<file path="config.mk">
export PLATFORM = sky130hd
export DESIGN_NAME = button_debounce_event_unit
export DESIGN_NICKNAME = d
export VERILOG_FILES = /design/src/sv/bde_pkg.sv /design/src/sv/bde_in_reg.sv /design/src/sv/bde_core.sv /design/src/sv/bde_out_reg.sv /design/src/sv/button_debounce_event_unit.sv
export SDC_FILE = /design/constraint.sdc
export NUM_CORES = 1
export LEC_CHECK = 0
export ABC_AREA = 1
export BUFFER_PORTS_ARGS = -buffer_cell sky130_fd_sc_hd__buf_4
export CAP_MARGIN = 20
export CELL_PAD_IN_SITES_DETAIL_PLACEMENT = 1
export CELL_PAD_IN_SITES_GLOBAL_PLACEMENT = 2
export CORE_ASPECT_RATIO = 2
export CORE_UTILIZATION = 36
export CTS_CLUSTER_SIZE = 25
export DETAILED_ROUTE_END_ITERATION = 8
export PLACE_DENSITY = 0.83
export SLEW_MARGIN = 10
export SYNTH_ARGS = -nofsm -noshare
export SYNTH_HDL_FRONTEND = slang
export SYNTH_SLANG_ARGS = --single-unit
</file>
<file path="constraint.sdc">
create_clock -name clk_i -period 3.5 [get_ports clk_i]
set_input_delay 0.175 -clock clk_i [delete_from_list [all_inputs] [get_ports clk_i]]
set_output_delay 0.175 -clock clk_i [all_outputs]
set_load 0.01 [all_outputs]
</file>
<file path="src/sv/bde_pkg.sv">
// ----------------------------------------------------------------------------
// bde_pkg
// shared types, codes and reset values for the button debounce event unit
// ----------------------------------------------------------------------------
package bde_pkg;

  // widths of the item and result fields
  localparam int unsigned OPCODE_W = 3;
  localparam int unsigned NOW_W    = 32;
  localparam int unsigned EVENT_W  = 2;
  localparam int unsigned EDGE_W   = 32;
  localparam int unsigned DS_W     = 8;
  localparam int unsigned LPT_W    = 32;

  // stream payload widths, zero padded to whole bytes
  localparam int unsigned S_TDATA_W = 40;
  localparam int unsigned S_TUSER_W = OPCODE_W;
  localparam int unsigned M_TDATA_W = 40;
  localparam int unsigned M_TUSER_W = EVENT_W;

  // configuration port
  localparam int unsigned CFG_IDX_W  = 3;
  localparam int unsigned CFG_DATA_W = 32;

  // default width of the press timestamp
  localparam int unsigned TIME_WIDTH_DEF = 32;

  // item opcodes
  localparam logic [OPCODE_W-1:0] OP_POLL      = 3'd0;
  localparam logic [OPCODE_W-1:0] OP_PIN_EDGE  = 3'd1;
  localparam logic [OPCODE_W-1:0] OP_RD_LATCH  = 3'd2;
  localparam logic [OPCODE_W-1:0] OP_RD_PEND   = 3'd3;
  localparam logic [OPCODE_W-1:0] OP_CLR_EDGES = 3'd4;

  // event codes
  localparam logic [EVENT_W-1:0] EV_NONE    = 2'd0;
  localparam logic [EVENT_W-1:0] EV_PRESS   = 2'd1;
  localparam logic [EVENT_W-1:0] EV_RELEASE = 2'd2;
  localparam logic [EVENT_W-1:0] EV_LONG    = 2'd3;

  // register indexes
  localparam logic [CFG_IDX_W-1:0] CFG_ACTIVE_LOW   = 3'd0;
  localparam logic [CFG_IDX_W-1:0] CFG_DEBOUNCE     = 3'd1;
  localparam logic [CFG_IDX_W-1:0] CFG_LONG_TIME    = 3'd2;
  localparam logic [CFG_IDX_W-1:0] CFG_EVENTS_EN    = 3'd3;
  localparam logic [CFG_IDX_W-1:0] CFG_EDGE_CNT_EN  = 3'd4;
  localparam logic [CFG_IDX_W-1:0] CFG_IRQ_BACKEND  = 3'd5;

  // register reset values
  localparam logic [DS_W-1:0]  DEBOUNCE_RST  = 8'd5;
  localparam logic [LPT_W-1:0] LONG_TIME_RST = 32'd1000;

  typedef struct packed {
    logic [OPCODE_W-1:0] opcode;
    logic                pin_level;
    logic                read_error;
    logic [NOW_W-1:0]    now_time;
  } item_t;

  typedef struct packed {
    logic [EVENT_W-1:0] event_res;
    logic               pressed;
    logic               was_pressed;
    logic               irq_was_pending;
    logic [EDGE_W-1:0]  edge_total;
    logic               status;
  } result_t;

  typedef struct packed {
    logic                  we;
    logic [CFG_IDX_W-1:0]  index;
    logic [CFG_DATA_W-1:0] data;
  } cfg_wr_t;

endpackage

</file>
<file path="src/sv/bde_in_reg.sv">
// ----------------------------------------------------------------------------
// bde_in_reg
// input register holding one accepted item until the core takes it
// ----------------------------------------------------------------------------
module bde_in_reg import bde_pkg::*; (
  input  logic  clk_i,
  input  logic  rst_ni,
  input  logic  in_valid_i,
  output logic  in_ready_o,
  input  item_t in_item_i,
  input  logic  take_i,
  output logic  item_valid_o,
  output item_t item_o
);

  logic  valid_q, valid_d;
  item_t item_q;

  assign in_ready_o = !valid_q || take_i;

  always_comb begin
    valid_d = valid_q;
    if (in_valid_i && in_ready_o) begin
      valid_d = 1'b1;
    end else if (take_i) begin
      valid_d = 1'b0;
    end
  end

  always_ff @(posedge clk_i or negedge rst_ni) begin
    if (!rst_ni) begin
      valid_q <= 1'b0;
    end else begin
      valid_q <= valid_d;
    end
  end

  always_ff @(posedge clk_i) begin
    if (in_valid_i && in_ready_o) begin
      item_q <= in_item_i;
    end
  end

  assign item_valid_o = valid_q;
  assign item_o       = item_q;

endmodule

</file>
<file path="src/sv/bde_core.sv">
// ----------------------------------------------------------------------------
// bde_core
// config registers, debounce and event state, and the item state update
// ----------------------------------------------------------------------------
module bde_core import bde_pkg::*; #(
  parameter int unsigned TIME_WIDTH = TIME_WIDTH_DEF
) (
  input  logic    clk_i,
  input  logic    rst_ni,
  input  logic    fire_i,
  input  item_t   item_i,
  input  cfg_wr_t cfg_i,
  output result_t res_o
);

  localparam int unsigned CMP_W = (TIME_WIDTH > LPT_W) ? TIME_WIDTH : LPT_W;

  // configuration
  logic             active_low_q, active_low_d;
  logic [DS_W-1:0]  debounce_q, debounce_d;
  logic [LPT_W-1:0] long_time_q, long_time_d;
  logic             events_en_q, events_en_d;
  logic             edge_cnt_en_q, edge_cnt_en_d;
  logic             irq_backend_q, irq_backend_d;

  // state
  logic                  stable_q, stable_d;
  logic [DS_W-1:0]       disagree_q, disagree_d;
  logic                  reported_q, reported_d;
  logic                  tracked_q, tracked_d;
  logic                  long_fired_q, long_fired_d;
  logic [TIME_WIDTH-1:0] start_q, start_d;
  logic [EDGE_W-1:0]     edges_q, edges_d;
  logic                  pending_q, pending_d;
  logic                  status_q, status_d;

  logic                  sample;
  logic [DS_W-1:0]       cnt_inc;
  logic [TIME_WIDTH-1:0] now_t;
  logic [TIME_WIDTH-1:0] held;
  logic [EVENT_W-1:0]    ev;
  logic                  wp;
  logic                  wpend;

  assign sample  = item_i.pin_level ^ active_low_q;
  assign cnt_inc = disagree_q + DS_W'(1);
  assign now_t   = TIME_WIDTH'(item_i.now_time);

  always_comb begin
    active_low_d  = active_low_q;
    debounce_d    = debounce_q;
    long_time_d   = long_time_q;
    events_en_d   = events_en_q;
    edge_cnt_en_d = edge_cnt_en_q;
    irq_backend_d = irq_backend_q;
    stable_d      = stable_q;
    disagree_d    = disagree_q;
    reported_d    = reported_q;
    tracked_d     = tracked_q;
    long_fired_d  = long_fired_q;
    start_d       = start_q;
    edges_d       = edges_q;
    pending_d     = pending_q;
    status_d      = status_q;
    held          = '0;
    ev            = EV_NONE;
    wp            = 1'b0;
    wpend         = 1'b0;

    if (fire_i) begin
      case (item_i.opcode)
        OP_POLL: begin
          if (item_i.read_error) begin
            status_d = 1'b1;
          end else begin
            status_d = 1'b0;
            // debounce: count consecutive samples off the stable level
            if (sample == stable_q) begin
              disagree_d = '0;
            end else if (cnt_inc >= debounce_q) begin
              stable_d   = sample;
              disagree_d = '0;
            end else begin
              disagree_d = cnt_inc;
            end
            // edge of the stable level wins over the long-press check
            held = now_t - start_q;
            if (events_en_q && (stable_d != tracked_q)) begin
              tracked_d    = stable_d;
              long_fired_d = 1'b0;
              if (stable_d) begin
                start_d = now_t;
                ev      = EV_PRESS;
              end else begin
                ev = EV_RELEASE;
              end
            end else if (events_en_q && stable_d && !long_fired_q) begin
              if (CMP_W'(held) >= CMP_W'(long_time_q)) begin
                long_fired_d = 1'b1;
                ev           = EV_LONG;
              end
            end
          end
        end
        OP_PIN_EDGE: begin
          if (edge_cnt_en_q) begin
            edges_d = edges_q + EDGE_W'(1);
          end
          if (irq_backend_q) begin
            pending_d = 1'b1;
          end
        end
        OP_RD_LATCH: begin
          wp         = stable_q && !reported_q;
          reported_d = stable_q;
        end
        OP_RD_PEND: begin
          wpend     = pending_q;
          pending_d = 1'b0;
        end
        OP_CLR_EDGES: begin
          edges_d = '0;
        end
        default: begin
        end
      endcase
    end else if (cfg_i.we) begin
      case (cfg_i.index)
        CFG_ACTIVE_LOW:  active_low_d = cfg_i.data[0];
        CFG_DEBOUNCE: begin
          debounce_d = cfg_i.data[DS_W-1:0];
          disagree_d = '0;
        end
        CFG_LONG_TIME:   long_time_d = cfg_i.data[LPT_W-1:0];
        CFG_EVENTS_EN: begin
          events_en_d  = cfg_i.data[0];
          tracked_d    = stable_q;
          long_fired_d = 1'b0;
        end
        CFG_EDGE_CNT_EN: edge_cnt_en_d = cfg_i.data[0];
        CFG_IRQ_BACKEND: irq_backend_d = cfg_i.data[0];
        default: begin
        end
      endcase
    end
  end

  always_ff @(posedge clk_i or negedge rst_ni) begin
    if (!rst_ni) begin
      active_low_q  <= 1'b0;
      debounce_q    <= DEBOUNCE_RST;
      long_time_q   <= LONG_TIME_RST;
      events_en_q   <= 1'b0;
      edge_cnt_en_q <= 1'b0;
      irq_backend_q <= 1'b0;
      stable_q      <= 1'b0;
      disagree_q    <= '0;
      reported_q    <= 1'b0;
      tracked_q     <= 1'b0;
      long_fired_q  <= 1'b0;
      start_q       <= '0;
      edges_q       <= '0;
      pending_q     <= 1'b0;
      status_q      <= 1'b0;
    end else begin
      active_low_q  <= active_low_d;
      debounce_q    <= debounce_d;
      long_time_q   <= long_time_d;
      events_en_q   <= events_en_d;
      edge_cnt_en_q <= edge_cnt_en_d;
      irq_backend_q <= irq_backend_d;
      stable_q      <= stable_d;
      disagree_q    <= disagree_d;
      reported_q    <= reported_d;
      tracked_q     <= tracked_d;
      long_fired_q  <= long_fired_d;
      start_q       <= start_d;
      edges_q       <= edges_d;
      pending_q     <= pending_d;
      status_q      <= status_d;
    end
  end

  always_comb begin
    res_o.event_res       = ev;
    res_o.pressed         = stable_d;
    res_o.was_pressed     = wp;
    res_o.irq_was_pending = wpend;
    res_o.edge_total      = edges_d;
    res_o.status          = status_d;
  end

endmodule

</file>
<file path="src/sv/bde_out_reg.sv">
// ----------------------------------------------------------------------------
// bde_out_reg
// result register between the core and the output stream
// ----------------------------------------------------------------------------
module bde_out_reg import bde_pkg::*; (
  input  logic    clk_i,
  input  logic    rst_ni,
  input  logic    load_i,
  input  result_t res_i,
  output logic    free_o,
  output logic    out_valid_o,
  input  logic    out_ready_i,
  output result_t res_o
);

  logic    valid_q, valid_d;
  result_t res_q;

  assign free_o = !valid_q || out_ready_i;

  always_comb begin
    valid_d = valid_q;
    if (load_i) begin
      valid_d = 1'b1;
    end else if (out_ready_i) begin
      valid_d = 1'b0;
    end
  end

  always_ff @(posedge clk_i or negedge rst_ni) begin
    if (!rst_ni) begin
      valid_q <= 1'b0;
    end else begin
      valid_q <= valid_d;
    end
  end

  always_ff @(posedge clk_i) begin
    if (load_i) begin
      res_q <= res_i;
    end
  end

  assign out_valid_o = valid_q;
  assign res_o       = res_q;

endmodule

</file>
<file path="src/sv/button_debounce_event_unit.sv">
// ----------------------------------------------------------------------------
// button_debounce_event_unit
// counter debounce of a button with press, release and long-press events
// ----------------------------------------------------------------------------
//
//  channel   | direction | payload
//  ----------+-----------+------------------------------------------------
//  s_axis    | in        | tuser: opcode; tdata: raw, read error, time
//  m_axis    | out       | tuser: event; tdata: levels, edge count, status
//  cfg       | in        | cfg_index_i register index, cfg_data_i value
//
//  one item per cycle sustained while m_axis is not stalled; an item waits in the input
//  register and appears on m_axis the cycle after the core updates state
//  when unstalled, m_axis valid rises once the item has passed the input and result registers
//  all state sits in the core and is updated by the item leaving the input
//  register, so the next item sees it in the very next cycle
//  a stalled m_axis holds the result; s_axis keeps accepting until the
//  input register is also full
//  reset clears all state and loads the register defaults, no clearing pass
//  cfg is taken whenever the input register is empty
//
module button_debounce_event_unit import bde_pkg::*; #(
  parameter int unsigned TIME_WIDTH = TIME_WIDTH_DEF
) (
  input  logic                  clk_i,
  input  logic                  rst_ni,
  // input items
  input  logic                  s_axis_tvalid,
  output logic                  s_axis_tready,
  // [0] pin_level, [1] read_error, [33:2] now_time, [39:34] zero
  input  logic [S_TDATA_W-1:0]  s_axis_tdata,
  // [2:0] opcode
  input  logic [S_TUSER_W-1:0]  s_axis_tuser,
  // results
  output logic                  m_axis_tvalid,
  input  logic                  m_axis_tready,
  // [0] pressed, [1] was_pressed, [2] irq_was_pending, [34:3] edge_total,
  // [35] status, [39:36] zero
  output logic [M_TDATA_W-1:0]  m_axis_tdata,
  // [1:0] event_res
  output logic [M_TUSER_W-1:0]  m_axis_tuser,
  // register writes
  input  logic                  cfg_valid_i,
  output logic                  cfg_ready_o,
  input  logic [CFG_IDX_W-1:0]  cfg_index_i,
  input  logic [CFG_DATA_W-1:0] cfg_data_i
);

  item_t   in_item;
  item_t   cur_item;
  logic    cur_valid;
  logic    out_free;
  logic    advance;
  cfg_wr_t cfg_wr;
  result_t core_res;
  result_t out_res;

  // unpack the input transfer
  always_comb begin
    in_item.opcode     = s_axis_tuser[OPCODE_W-1:0];
    in_item.pin_level  = s_axis_tdata[0];
    in_item.read_error = s_axis_tdata[1];
    in_item.now_time   = s_axis_tdata[NOW_W+1:2];
  end

  // core fires when an item is waiting and the result register can take it
  assign advance = cur_valid && out_free;

  // register writes only between items so they never race an update
  assign cfg_ready_o  = !cur_valid;
  assign cfg_wr.we    = cfg_valid_i && cfg_ready_o;
  assign cfg_wr.index = cfg_index_i;
  assign cfg_wr.data  = cfg_data_i;

  bde_in_reg u_in_reg (
    .clk_i        (clk_i),
    .rst_ni       (rst_ni),
    .in_valid_i   (s_axis_tvalid),
    .in_ready_o   (s_axis_tready),
    .in_item_i    (in_item),
    .take_i       (advance),
    .item_valid_o (cur_valid),
    .item_o       (cur_item)
  );

  bde_core #(
    .TIME_WIDTH (TIME_WIDTH)
  ) u_core (
    .clk_i  (clk_i),
    .rst_ni (rst_ni),
    .fire_i (advance),
    .item_i (cur_item),
    .cfg_i  (cfg_wr),
    .res_o  (core_res)
  );

  bde_out_reg u_out_reg (
    .clk_i       (clk_i),
    .rst_ni      (rst_ni),
    .load_i      (advance),
    .res_i       (core_res),
    .free_o      (out_free),
    .out_valid_o (m_axis_tvalid),
    .out_ready_i (m_axis_tready),
    .res_o       (out_res)
  );

  // pack the result transfer
  assign m_axis_tuser = out_res.event_res;
  assign m_axis_tdata = {
    {(M_TDATA_W - EDGE_W - 4){1'b0}},
    out_res.status,
    out_res.edge_total,
    out_res.irq_was_pending,
    out_res.was_pressed,
    out_res.pressed
  };

endmodule

</file>
==> reports/results.ini, run 1 <==
[global_route]
grt_pass1_wl_mm = 52.92
grtUsageTotal = 0.2214
grt_max_degree = 73
overflow = 0
antenna_found_initial = 0
grt_pass1_vias = 10420

[critical_path]
crit_family = compound AO/OA/AOI/OAI gates
startpoint_type = register
cp_slowest_stage_delay_ns = 0.41
critPathBufInv = 1
cp.required_ns = 3.71
path_cells = ha_1, nand2_1, o21ai_0, a21oi_1, o21ai_1, a21oi_1, nand2_1, xor2_1, ha_1, nand2_1, nor2_2, nand2_1, inv_1, a21oi_2, nand3_2, nand2_2, a21oi_1
crit_top_cell = nand2_1
cpMaxStageDelayCell = edfxtp_1
end_kind = register
crit_fanout = 5
critPathArrivalTime_ns = 3.55
path_class = register to register

[place]
place_ws_ns = -0.1330
gp_congestion = 0.8944
hpwl_mm = 26.16
portBuffers = 117
place_area_sq_um = 12750
place_inst = 1792

[clock_network]
cts-root-buf = clkbuf_16
clkSinkCount = 199
clock_latency_ns = 0.46
path_clk_slew_ns = 0.08
clk_path_buf_depth = 2
tritoncts = done
cts_buffers = 17
htree_num_levels = 4

[timing]
slew_headroom = 0.5622
period_needed_ns = 3.338
period_share = 0.9538
clock.fmax_ghz = 0.2995
worstMarginPinSlew_ns = 0.6527
setup_violations = 0
setup_slack_ns = 0.1616
slew_viol_final = 0
skew_ns = 0.01440
hold_viol = 0

[route]
via_per_inst = 4.994
drc = 0
final_antenna_net_count = 0
vias = 9524
drt-initial-drc-count = 311
wl_per_cell_um = 17.70
drt-total-wl_mm = 33.76
first_pass_iters = 5

[run]
drv.max_cap_violation_count = 0

[floorplanning]
dieArea_sq_um = 31610
coreArea_sq_um = 30290
io_pins = 128
start_util = 0.3667
num_rows = 90
die_width_um = 126.2
die_h_um = 250.4

[final_layout]
drive_above_1_share = 0.2333
fill_cells = 3536
utilization = 0.4751
fin_nets = 1683
syn_to_final_growth_pct = 29.54
num_antenna_cells = 0
instances_no_fill = 1907
final_area_sq_um = 14390

[yosys]
ys_ff_latch = 199
dominantRegCellSynth = dfrtp_1
synth_cell_types = 45
ys_seq_area_frac = 0.4829
syn-instance-count = 1270
synth_edf_count = 75
async_flop_share = 0.6231
avgSynthCellArea_sq_um = 8.748
synth_warnings = 0
syn_area_sq_um = 11110

[power_and_ir_drop]
power_leakage_nw = 6.812
ir_drop_v = 0.0004294
powerDensity_nw_per_um2 = 607.4
fin_total_pwr_mw = 8.742

[run_status]
outcome = complete, no violations

[min_path]
hold_path_class = primary input to register

[per-stage QoR]
step | hold WS [ns] | setup TNS [ns]
6_report | 0.05956 | 0
5_1_grt | 0.04943 | -0.07564
4_1_cts | 0.03492 | 0
3_5_place_dp | 0.3545 | -0.2557
3_3_place_gp | 0.3533 | -0.1291
2_1_floorplan | -0.1206 | 0
[sequential cells by signal, indices dropped and copies added, names as in the netlist]
| name | cells |
|---|---|
| u_in_reg.item_o | 37 |
| u_core.reported_q | 1 |
| u_core.stable_q | 1 |
| u_out_reg.out_valid_o | 1 |
| u_core.debounce_q | 8 |
| u_core.long_time_q | 32 |
| u_core.tracked_q | 1 |
| u_core.long_fired_q | 1 |
| u_core.active_low_q | 1 |
| u_core.disagree_q | 8 |
| u_core.irq_backend_q | 1 |
| u_core.pending_q | 1 |
| u_core.events_en_q | 1 |
| u_in_reg.item_valid_o | 1 |
| u_core.status_q | 1 |
| u_core.edges_q | 32 |
| u_out_reg.res_o | 38 |
| u_core.edge_cnt_en_q | 1 |
| u_core.start_q | 32 |
[synth_stat cells, types with 14 or more instances]
library cell  instances  area (sq um)
o21ai_2              31         271.5
a31oi_1              14         87.58
nand4_1              16         100.1
nand2_1             254         953.4
nor2_1              116         435.4
o21ai_0              63         315.3
dfrtp_1             116          2903
inv_1               191         716.9
xor2_1               28         245.2
a21oi_1              97         485.5
nor3_1               15         75.07
ha_1                 73         913.4
nand3_1              55         275.3
edfxtp_1             75          2252
[worst paths after layout]
path                                startpoint                endpoint  slack (ns)  cells after the start
min in group asynchronous               rst_ni  u_core.long_time_q[27]        0.13                      2
max in group asynchronous               rst_ni         u_core.stable_q        2.41                      4
setup reg to reg           u_in_reg.item_o[25]     u_out_reg.res_o[36]        0.16                     17
hold / removal                  cfg_index_i[2]    u_core.edge_cnt_en_q        0.06                      3
hold reg to reg            u_in_reg.item_o[11]      u_core.start_q[11]        0.50                      2
setup / recovery           u_in_reg.item_o[25]     u_out_reg.res_o[36]        0.16                     17
[placed cells by master, fill, tap and decap left out, types with 16 or more instances in the layout]
master / netlist / final
nand2_1: 254 / 241
inv_1: 191 / 187
buf_4: 6 / 185
dfrtp_1: 116 / 116
nor2_1: 116 / 107
a21oi_1: 97 / 83
edfxtp_1: 75 / 75
dlygate4sd3_1: 0 / 71
ha_1: 73 / 61
o21ai_0: 63 / 60
nand3_1: 55 / 50
o21ai_2: 31 / 32
xor2_1: 28 / 27
nand2_2: 10 / 22
clkbuf_16: 0 / 17
nand4_1: 16 / 16
nor2_2: 7 / 16
[per-layer routing]
layer	GRT usage	up-vias	wire length, um
li1	-	4691	-
met5	0	-	0
met4	0.1201	0	1687
met1	0.1900	4629	10910
met2	0.4663	143	20360
met3	0.03140	61	791
[repair_timing]
| action | 4_1_cts | 5_1_grt |
|---|---|---|
| hold buffers | 71 | 0 |
| setup buffers | 0 | 11 |
| endpoints found under the setup margin | 3 | 3 |
| hold endpoints to repair | 143 | 0 |
| gates resized for setup | 8 | 58 |
| pin swaps | 1 | 12 |
[cell families (layout without fill, tap and decap cells)]
logic type	after synthesis	in the layout	synth area share
and+or+nand+nor	490	490	0.1916
AOI/OAI and AO/OA	247	247	0.1301
buffers and inverters	225	491	0.08424
DFF	199	199	0.4829
adders and majority gates	74	74	0.08402
xor gates and xnor gates	34	34	0.02681
other	1	4	0.0003376
[final cells by class]
cell class | count | area (sq um) | area share
sequential | 199 | 5365 | 0.3728
multi-input combinational | 849 | 5100 | 0.3544
timing repair buffer | 259 | 2167 | 0.1506
inverter | 200 | 753.2 | 0.05234
tap | 368 | 460.4 | 0.03199
clock buffer | 18 | 429.2 | 0.02982
clock inverter | 14 | 116.4 | 0.008086
[where the power goes]
group,internal (mW),switching (mW)
logic,1.48,2.16
registers,2.96,0.258
clock network,0.926,0.961
[worst min-delay path, delay by kind of cell]
| kind | cells | cell delay [ns] |
|---|---|---|
| buf+inv | 1 | 0.13 |
| simple gates | 1 | 0.10 |
| compound gates | 1 | 0.08 |
Power figures use the tool's default switching activity.
==> run 2, diff against run 1 <==
- ABC_AREA: 1 -> not set
- CORE_UTILIZATION: 36 -> 39
- MAX_ROUTING_LAYER: not set -> met4
==> run 2 against run 1 <==
Compared with the run above: the run now ends with setup timing left; synthesized area is 4.5% lower; clock power hardly changed; sequential share of layout area is 0.75 points higher; via count is 13% lower; sequential cell count stayed put; final cell count is 18% lower; fmax is 19% lower; synthesized cell count is 27% lower; die area is 12% lower; critical path depth is 3 higher; utilization is 5.1 points higher; largest cell class unchanged; count of clock-buffer cells in the layout is 1 lower.
==> reports/results.ini, run 2 <==
[timing]
slew_headroom = 0.5703
rsz0062_at_grt = yes
skew_ns = 0.008974
slew_viol_final = 0
clock.fmax_ghz = 0.2425
setup_slack_ns = -0.6236
hold_viol = 0
period_needed_ns = 4.124
period_share = 1.178
worstMarginPinSlew_ns = 0.6397
setup_violations = 3

[clock_network]
cts_buffers = 17
path_clk_slew_ns = 0.08
tritoncts = done
cts-root-buf = clkbuf_16
clk_path_buf_depth = 2
clkSinkCount = 199
htree_num_levels = 4
clock_latency_ns = 0.46

[route]
wl_per_cell_um = 19.08
final_antenna_net_count = 0
first_pass_iters = 4
drc = 0
drt-initial-drc-count = 205
via_per_inst = 5.248
vias = 8239
drt-total-wl_mm = 29.96

[min_path]
hold_path_class = primary input to register
min_from = m_axis_tready

[floorplanning]
die_h_um = 235.2
die_width_um = 118.6
coreArea_sq_um = 26800
num_rows = 85
start_util = 0.3958
dieArea_sq_um = 27900
io_pins = 128

[critical_path]
critPathArrivalTime_ns = 4.45
rrSetupSlack_ns = -0.62
end_kind = register
crit_fanout = 3
path_class = register to register
critPathBufInv = 2
startpoint = u_in_reg.item_o[0]
crit_family = compound AO/OA/AOI/OAI gates
startpoint_type = register
rr_startpoint = u_in_reg.item_o[0]
cpMaxStageDelayCell = edfxtp_1
cp.required_ns = 3.83
cp_slowest_stage_delay_ns = 0.39
path_cells = inv_1, ha_2, inv_2, fa_2, a21o_1, nand4_1, a21oi_2, a31o_4, a21oi_2, o211ai_1, a311o_1, xor2_1, ha_1, nand4_1, nor2_1, o221ai_1, o31a_1, o211a_1, nor2_1, o2111a_1

[power_and_ir_drop]
power_leakage_nw = 6.420
powerDensity_nw_per_um2 = 471.2
ir_drop_v = 0.0003395
fin_total_pwr_mw = 6.647

[yosys]
synth_common_cells = 116 x dfrtp_1, 83 x inv_1, 75 x edfxtp_1
synth_top_area_frac = 0.2736
async_flop_share = 0.6231
yosysTopAreaCell = dfrtp_1
synthMuxAreaShare = 0.1001
synthAdderAreaFrac = 0.08799
synth_compound_area_frac = 0.1266
synth_cell_types = 70
syn_area_sq_um = 10610
synth_xor_area_frac = 0.02890
avgSynthCellArea_sq_um = 11.46
ys_seq_area_frac = 0.5058
yosys-top-cells-area = dfrtp_1 27%, edfxtp_1 21%, ha_1 8.6%, mux2_2 5.2%, mux2_4 4.2%
syn-instance-count = 926
synth_edf_count = 75
ys_ff_latch = 199
synth_top_family_by_area = compound AO/OA/AOI/OAI gates
synthSimpleGateAreaFrac = 0.1018
synth_most_common_cell = dfrtp_1
dominantRegCellSynth = dfrtp_1
synth_warnings = 0

[final_layout]
final_cell_mix = 215 x buf_4, 116 x dfrtp_1, 82 x inv_1
utilization = 0.5264
layout_commonest_cell = buf_4
num_antenna_cells = 0
fill_cells = 2880
drive_above_1_share = 0.3142
fin_nets = 1366
syn_to_final_growth_pct = 32.99
largest_reg_flops = 38

[global_route]
antenna_found_initial = 0
overflow = 0
grt_pass1_wl_mm = 47.59
grt_max_degree = 85
grt_pass1_vias = 9377
grtUsageTotal = 0.2294

[run]
drv.max_cap_violation_count = 0

[place]
hpwl_mm = 21.25
gp_congestion = 0.8976
portBuffers = 117

[run_status]
violations = setup timing
outcome = finished, violations left

[run 2: changes by cell type in the layout (fill, tap and decap cells not counted), moves of 25 or more]
cell | before | now
buf_4 | 185 | 215
mux2_4 | 0 | 30
mux2_2 | 0 | 49
inv_1 | 187 | 82
a21oi_1 | 83 | 33
nand2_1 | 241 | 68
nand3_1 | 50 | 25
nor2_1 | 107 | 30
o21ai_2 | 32 | 2
[run 2: per-stage QoR]
step                instance area, sq um  TNS (ns)  hold WS (ns)  instances  worst slack, ns
global route                       14110    -2.523       0.06369       1570          -0.8476
detailed placement                 12460    -1.902        0.2140       1449          -0.6982
global placement                   12460    -1.445        0.2111       1449          -0.5492
finish                             14110    -1.821       0.03575       1570          -0.6236
floorplan                          10650   -0.7212       -0.1206        929          -0.2872
CTS                                13890    -1.719       0.02352       1563          -0.5834
[run 2: worst register-to-register path, cell delays in order, from the launching register on]
cell and delay, ns:
edfxtp_1 0.39, inv_1 0.08, ha_2 0.18, inv_2 0.04, fa_2 0.34, a21o_1 0.19, nand4_1 0.14, a21oi_2 0.09
a31o_4 0.26, a21oi_2 0.13, o211ai_1 0.11, a311o_1 0.35, xor2_1 0.15, ha_1 0.30, nand4_1 0.17, nor2_1 0.14
o221ai_1 0.12, o31a_1 0.30, o211a_1 0.16, nor2_1 0.14, o2111a_1 0.21
[run 2: power by group]
group          total (mW)  internal, mW  switching (mW)
Combinational        1.88         0.962           0.918
Clock                1.92         0.938           0.980
Sequential           2.85          2.69           0.160
Total                6.65          4.59            2.06
[run 2: cell families (layout without fill, tap and decap cells)]
family / after synthesis / after routing
AND/OR/NAND/NOR: 212 / 212
AO/OA/AOI/OAI: 204 / 204
flip-flops: 199 / 199
buffers and inverters: 116 / 409
multiplexers: 85 / 85
adder cells (fa/ha/maj): 74 / 74
XOR/XNOR: 35 / 35
other: 1 / 4
[run 2: layout make-up]
| class | count | area [sq um] | share of cell area |
|---|---|---|---|
| Timing Repair Buffer | 294 | 2477 | 0.1756 |
| Multi-Input combinational cell | 614 | 4951 | 0.3510 |
| Clock buffer | 17 | 425.4 | 0.03016 |
| Inverter | 83 | 311.5 | 0.02208 |
| Tap cell | 348 | 435.4 | 0.03086 |
| Sequential cell | 199 | 5365 | 0.3803 |
| Clock inverter | 15 | 141.4 | 0.01002 |
[run 2: final timing paths]
check                                        end  depth (start not counted)
setup / recovery             u_out_reg.res_o[37]                         20
hold / removal             u_out_reg.out_valid_o                          3
setup reg to reg             u_out_reg.res_o[37]                         20
hold reg to reg               u_core.edges_q[31]                          1
max in group asynchronous  u_core.long_time_q[5]                          3
min in group asynchronous     u_core.start_q[22]                          2
[run 2: what timing repair did]
| item | CTS | global route |
|---|---|---|
| resized for setup | 17 | 18 |
| buffers inserted | 11 | 4 |
| hold endpoints to repair | 120 | 0 |
| pin swaps | 17 | 3 |
| hold buffers | 71 | 0 |
| setup endpoints to repair | 3 | 35 |
| cloned | 0 | 2 |
[run 2: metal layers]
metal  GRT usage  wire length [um]  share of wire  vias to the layer above
met5           -                 0              0                        -
li1            -                 -              -                     3896
met3     0.03440               735          0.025                       73
met2      0.4340             17290           0.58                      163
met1      0.2159             10490           0.35                     4107
met4      0.1277              1449          0.048                        0
==> run 3, diff against run 2 <==
- clock period: 3.5 -> 3.8 ns (I/O delays scaled with it)
==> run 3 against run 2 <==
Compared with the run above: the run still ends with setup timing left; count of clock-buffer cells in the layout up 1; die area stayed put; first-iteration DRC count rose by 3.4%; clock skew grew 0.0024 ns; non-clock buffer count shrank 35; wire length is 2.5% lower; critical endpoint is now u_out_reg.res_o[36]; highest routed layer unchanged.
==> reports/results.ini, run 3 (same netlist as run 2, synthesis figures left out) <==
[floorplanning]
dieArea_sq_um = 27900
num_rows = 85
start_util = 0.3958
coreArea_sq_um = 26800
die_width_um = 118.6
die_h_um = 235.2
io_pins = 128

[final_layout]
syn_to_final_growth_pct = 28.78
instances_no_fill = 1535
num_antenna_cells = 0
largest_reg_flops = 38
utilization = 0.5097
fin_nets = 1331
drive_above_1_share = 0.2848
layout_commonest_cell = buf_4
final_cell_mix = 188 x buf_4, 116 x dfrtp_1, 82 x inv_1

[clock_network]
htree_num_levels = 4
clkSinkCount = 199
path_clk_slew_ns = 0.07
clock_latency_ns = 0.45
clk_path_buf_depth = 2
tritoncts = done
cts-root-buf = clkbuf_16
cts_buffers = 17

[global_route]
grt_max_degree = 70
grtUsageTotal = 0.2273
antenna_found_initial = 0
grt_pass1_wl_mm = 47.13
grt_pass1_vias = 9325
overflow = 0

[power_and_ir_drop]
powerDensity_nw_per_um2 = 441.3
fin_total_pwr_mw = 6.028
ir_drop_v = 0.0003501
power_leakage_nw = 6.178

[route]
final_antenna_net_count = 0
first_pass_iters = 4
drt-initial-drc-count = 212
drt-total-wl_mm = 29.21
vias = 8114
drc = 0
via_per_inst = 5.286
wl_per_cell_um = 19.03

[timing]
hold_viol = 0
slew_headroom = 0.3402
rsz0062_at_grt = yes
setup_slack_ns = -0.3306
period_needed_ns = 4.131
clock.fmax_ghz = 0.2421
timing.hold.ws_ns = 0.02449
period_share = 1.087
skew_ns = 0.01140
setup_violations = 3
slew_viol_final = 0
worstMarginPinSlew_ns = 0.9896

[min_path]
hold_path_class = primary input to register

[critical_path]
startpoint = u_in_reg.item_o[0]
startpoint_type = register
rrSetupSlack_ns = -0.33
rr_startpoint = u_in_reg.item_o[0]
critPathArrivalTime_ns = 4.45
path_class = register to register
end_kind = register
cp.required_ns = 4.12
rr_worst_depth = 19
rr_endpoint = u_out_reg.res_o[36]
cp-endpoint = u_out_reg.res_o[36]
crit_fanout = 3

[run_status]
outcome = finished, violations left
violations = setup timing

[place]
hpwl_mm = 21.05
gp_congestion = 0.8585
portBuffers = 117
place_inst = 1425

[run]
drv.max_cap_violation_count = 0

run 3: final cells by class:
type                            instances  area (sq um)
Sequential cell                       199          5365
Clock inverter                         14         141.4
Tap cell                              348         435.4
Fill cell                            2921         13140
Inverter                               83         311.5
Clock buffer                           18         429.2
Timing Repair Buffer                  259          2142
Multi-Input combinational cell        614          4836
run 3: what timing repair did:
item                                   4_1_cts  5_1_grt
pin swaps                                   17        0
gates cloned                                 0        0
setup endpoints to repair                    3        3
hold buffers                                69        0
resized for setup                           15        0
buffers inserted                             8        0
endpoints found under the hold margin      139        0
run 3: layer usage:
| layer | vias up | part of all wire | track usage |
|---|---|---|---|
| met1 | 4038 | 0.35 | 0.2108 |
| met5 | - | 0 | - |
| met4 | 0 | 0.044 | 0.1174 |
| met2 | 166 | 0.58 | 0.4365 |
| met3 | 76 | 0.025 | 0.03609 |
| li1 | 3834 | - | - |
run 3: critical path: stages, from the launching register on:
cell,delay [ns]
edfxtp_1,0.39
inv_1,0.07
ha_2,0.18
inv_2,0.04
fa_2,0.34
a21o_1,0.18
nand4_1,0.13
a21oi_2,0.09
a31o_4,0.27
a21oi_2,0.14
o211ai_1,0.15
a311o_1,0.36
xor2_1,0.15
ha_1,0.31
nand4_1,0.14
nor4_2,0.33
nand3_1,0.12
o211a_1,0.25
o21ai_1,0.13
and4b_2,0.21
run 3: worst min path at each step:
stage	start	to	slack, ns	cells past startpoint
2_1_floorplan	rst_ni	u_core.active_low_q	-0.11	0
3_3_place_gp	s_axis_tdata[10]	u_in_reg.item_o[8]	0.37	1
3_5_place_dp	s_axis_tdata[28]	u_in_reg.item_o[26]	0.37	1
4_1_cts	cfg_data_i[7]	u_core.long_time_q[7]	0.003	2
5_1_grt	cfg_data_i[7]	u_core.long_time_q[7]	0.004	2
6_report	cfg_data_i[7]	u_core.long_time_q[7]	0.02	2
run 3: power breakdown:
group | total, mW | switching [mW] | internal (mW)
Clock | 1.80 | 0.877 | 0.924
Combinational | 1.61 | 0.805 | 0.804
Sequential | 2.62 | 0.141 | 2.48
Total | 6.03 | 1.82 | 4.21
run 3: through the flow:
stage	setup WS (ns)	instance area (sq um)	TNS [ns]
6_report	-0.3306	13660	-0.9281
3_5_place_dp	-0.4925	12260	-1.310
5_1_grt	-0.6569	13660	-1.915
3_3_place_gp	-0.2801	12260	-0.7659
2_1_floorplan	0.006308	10650	0
4_1_cts	-0.2924	13640	-0.8028
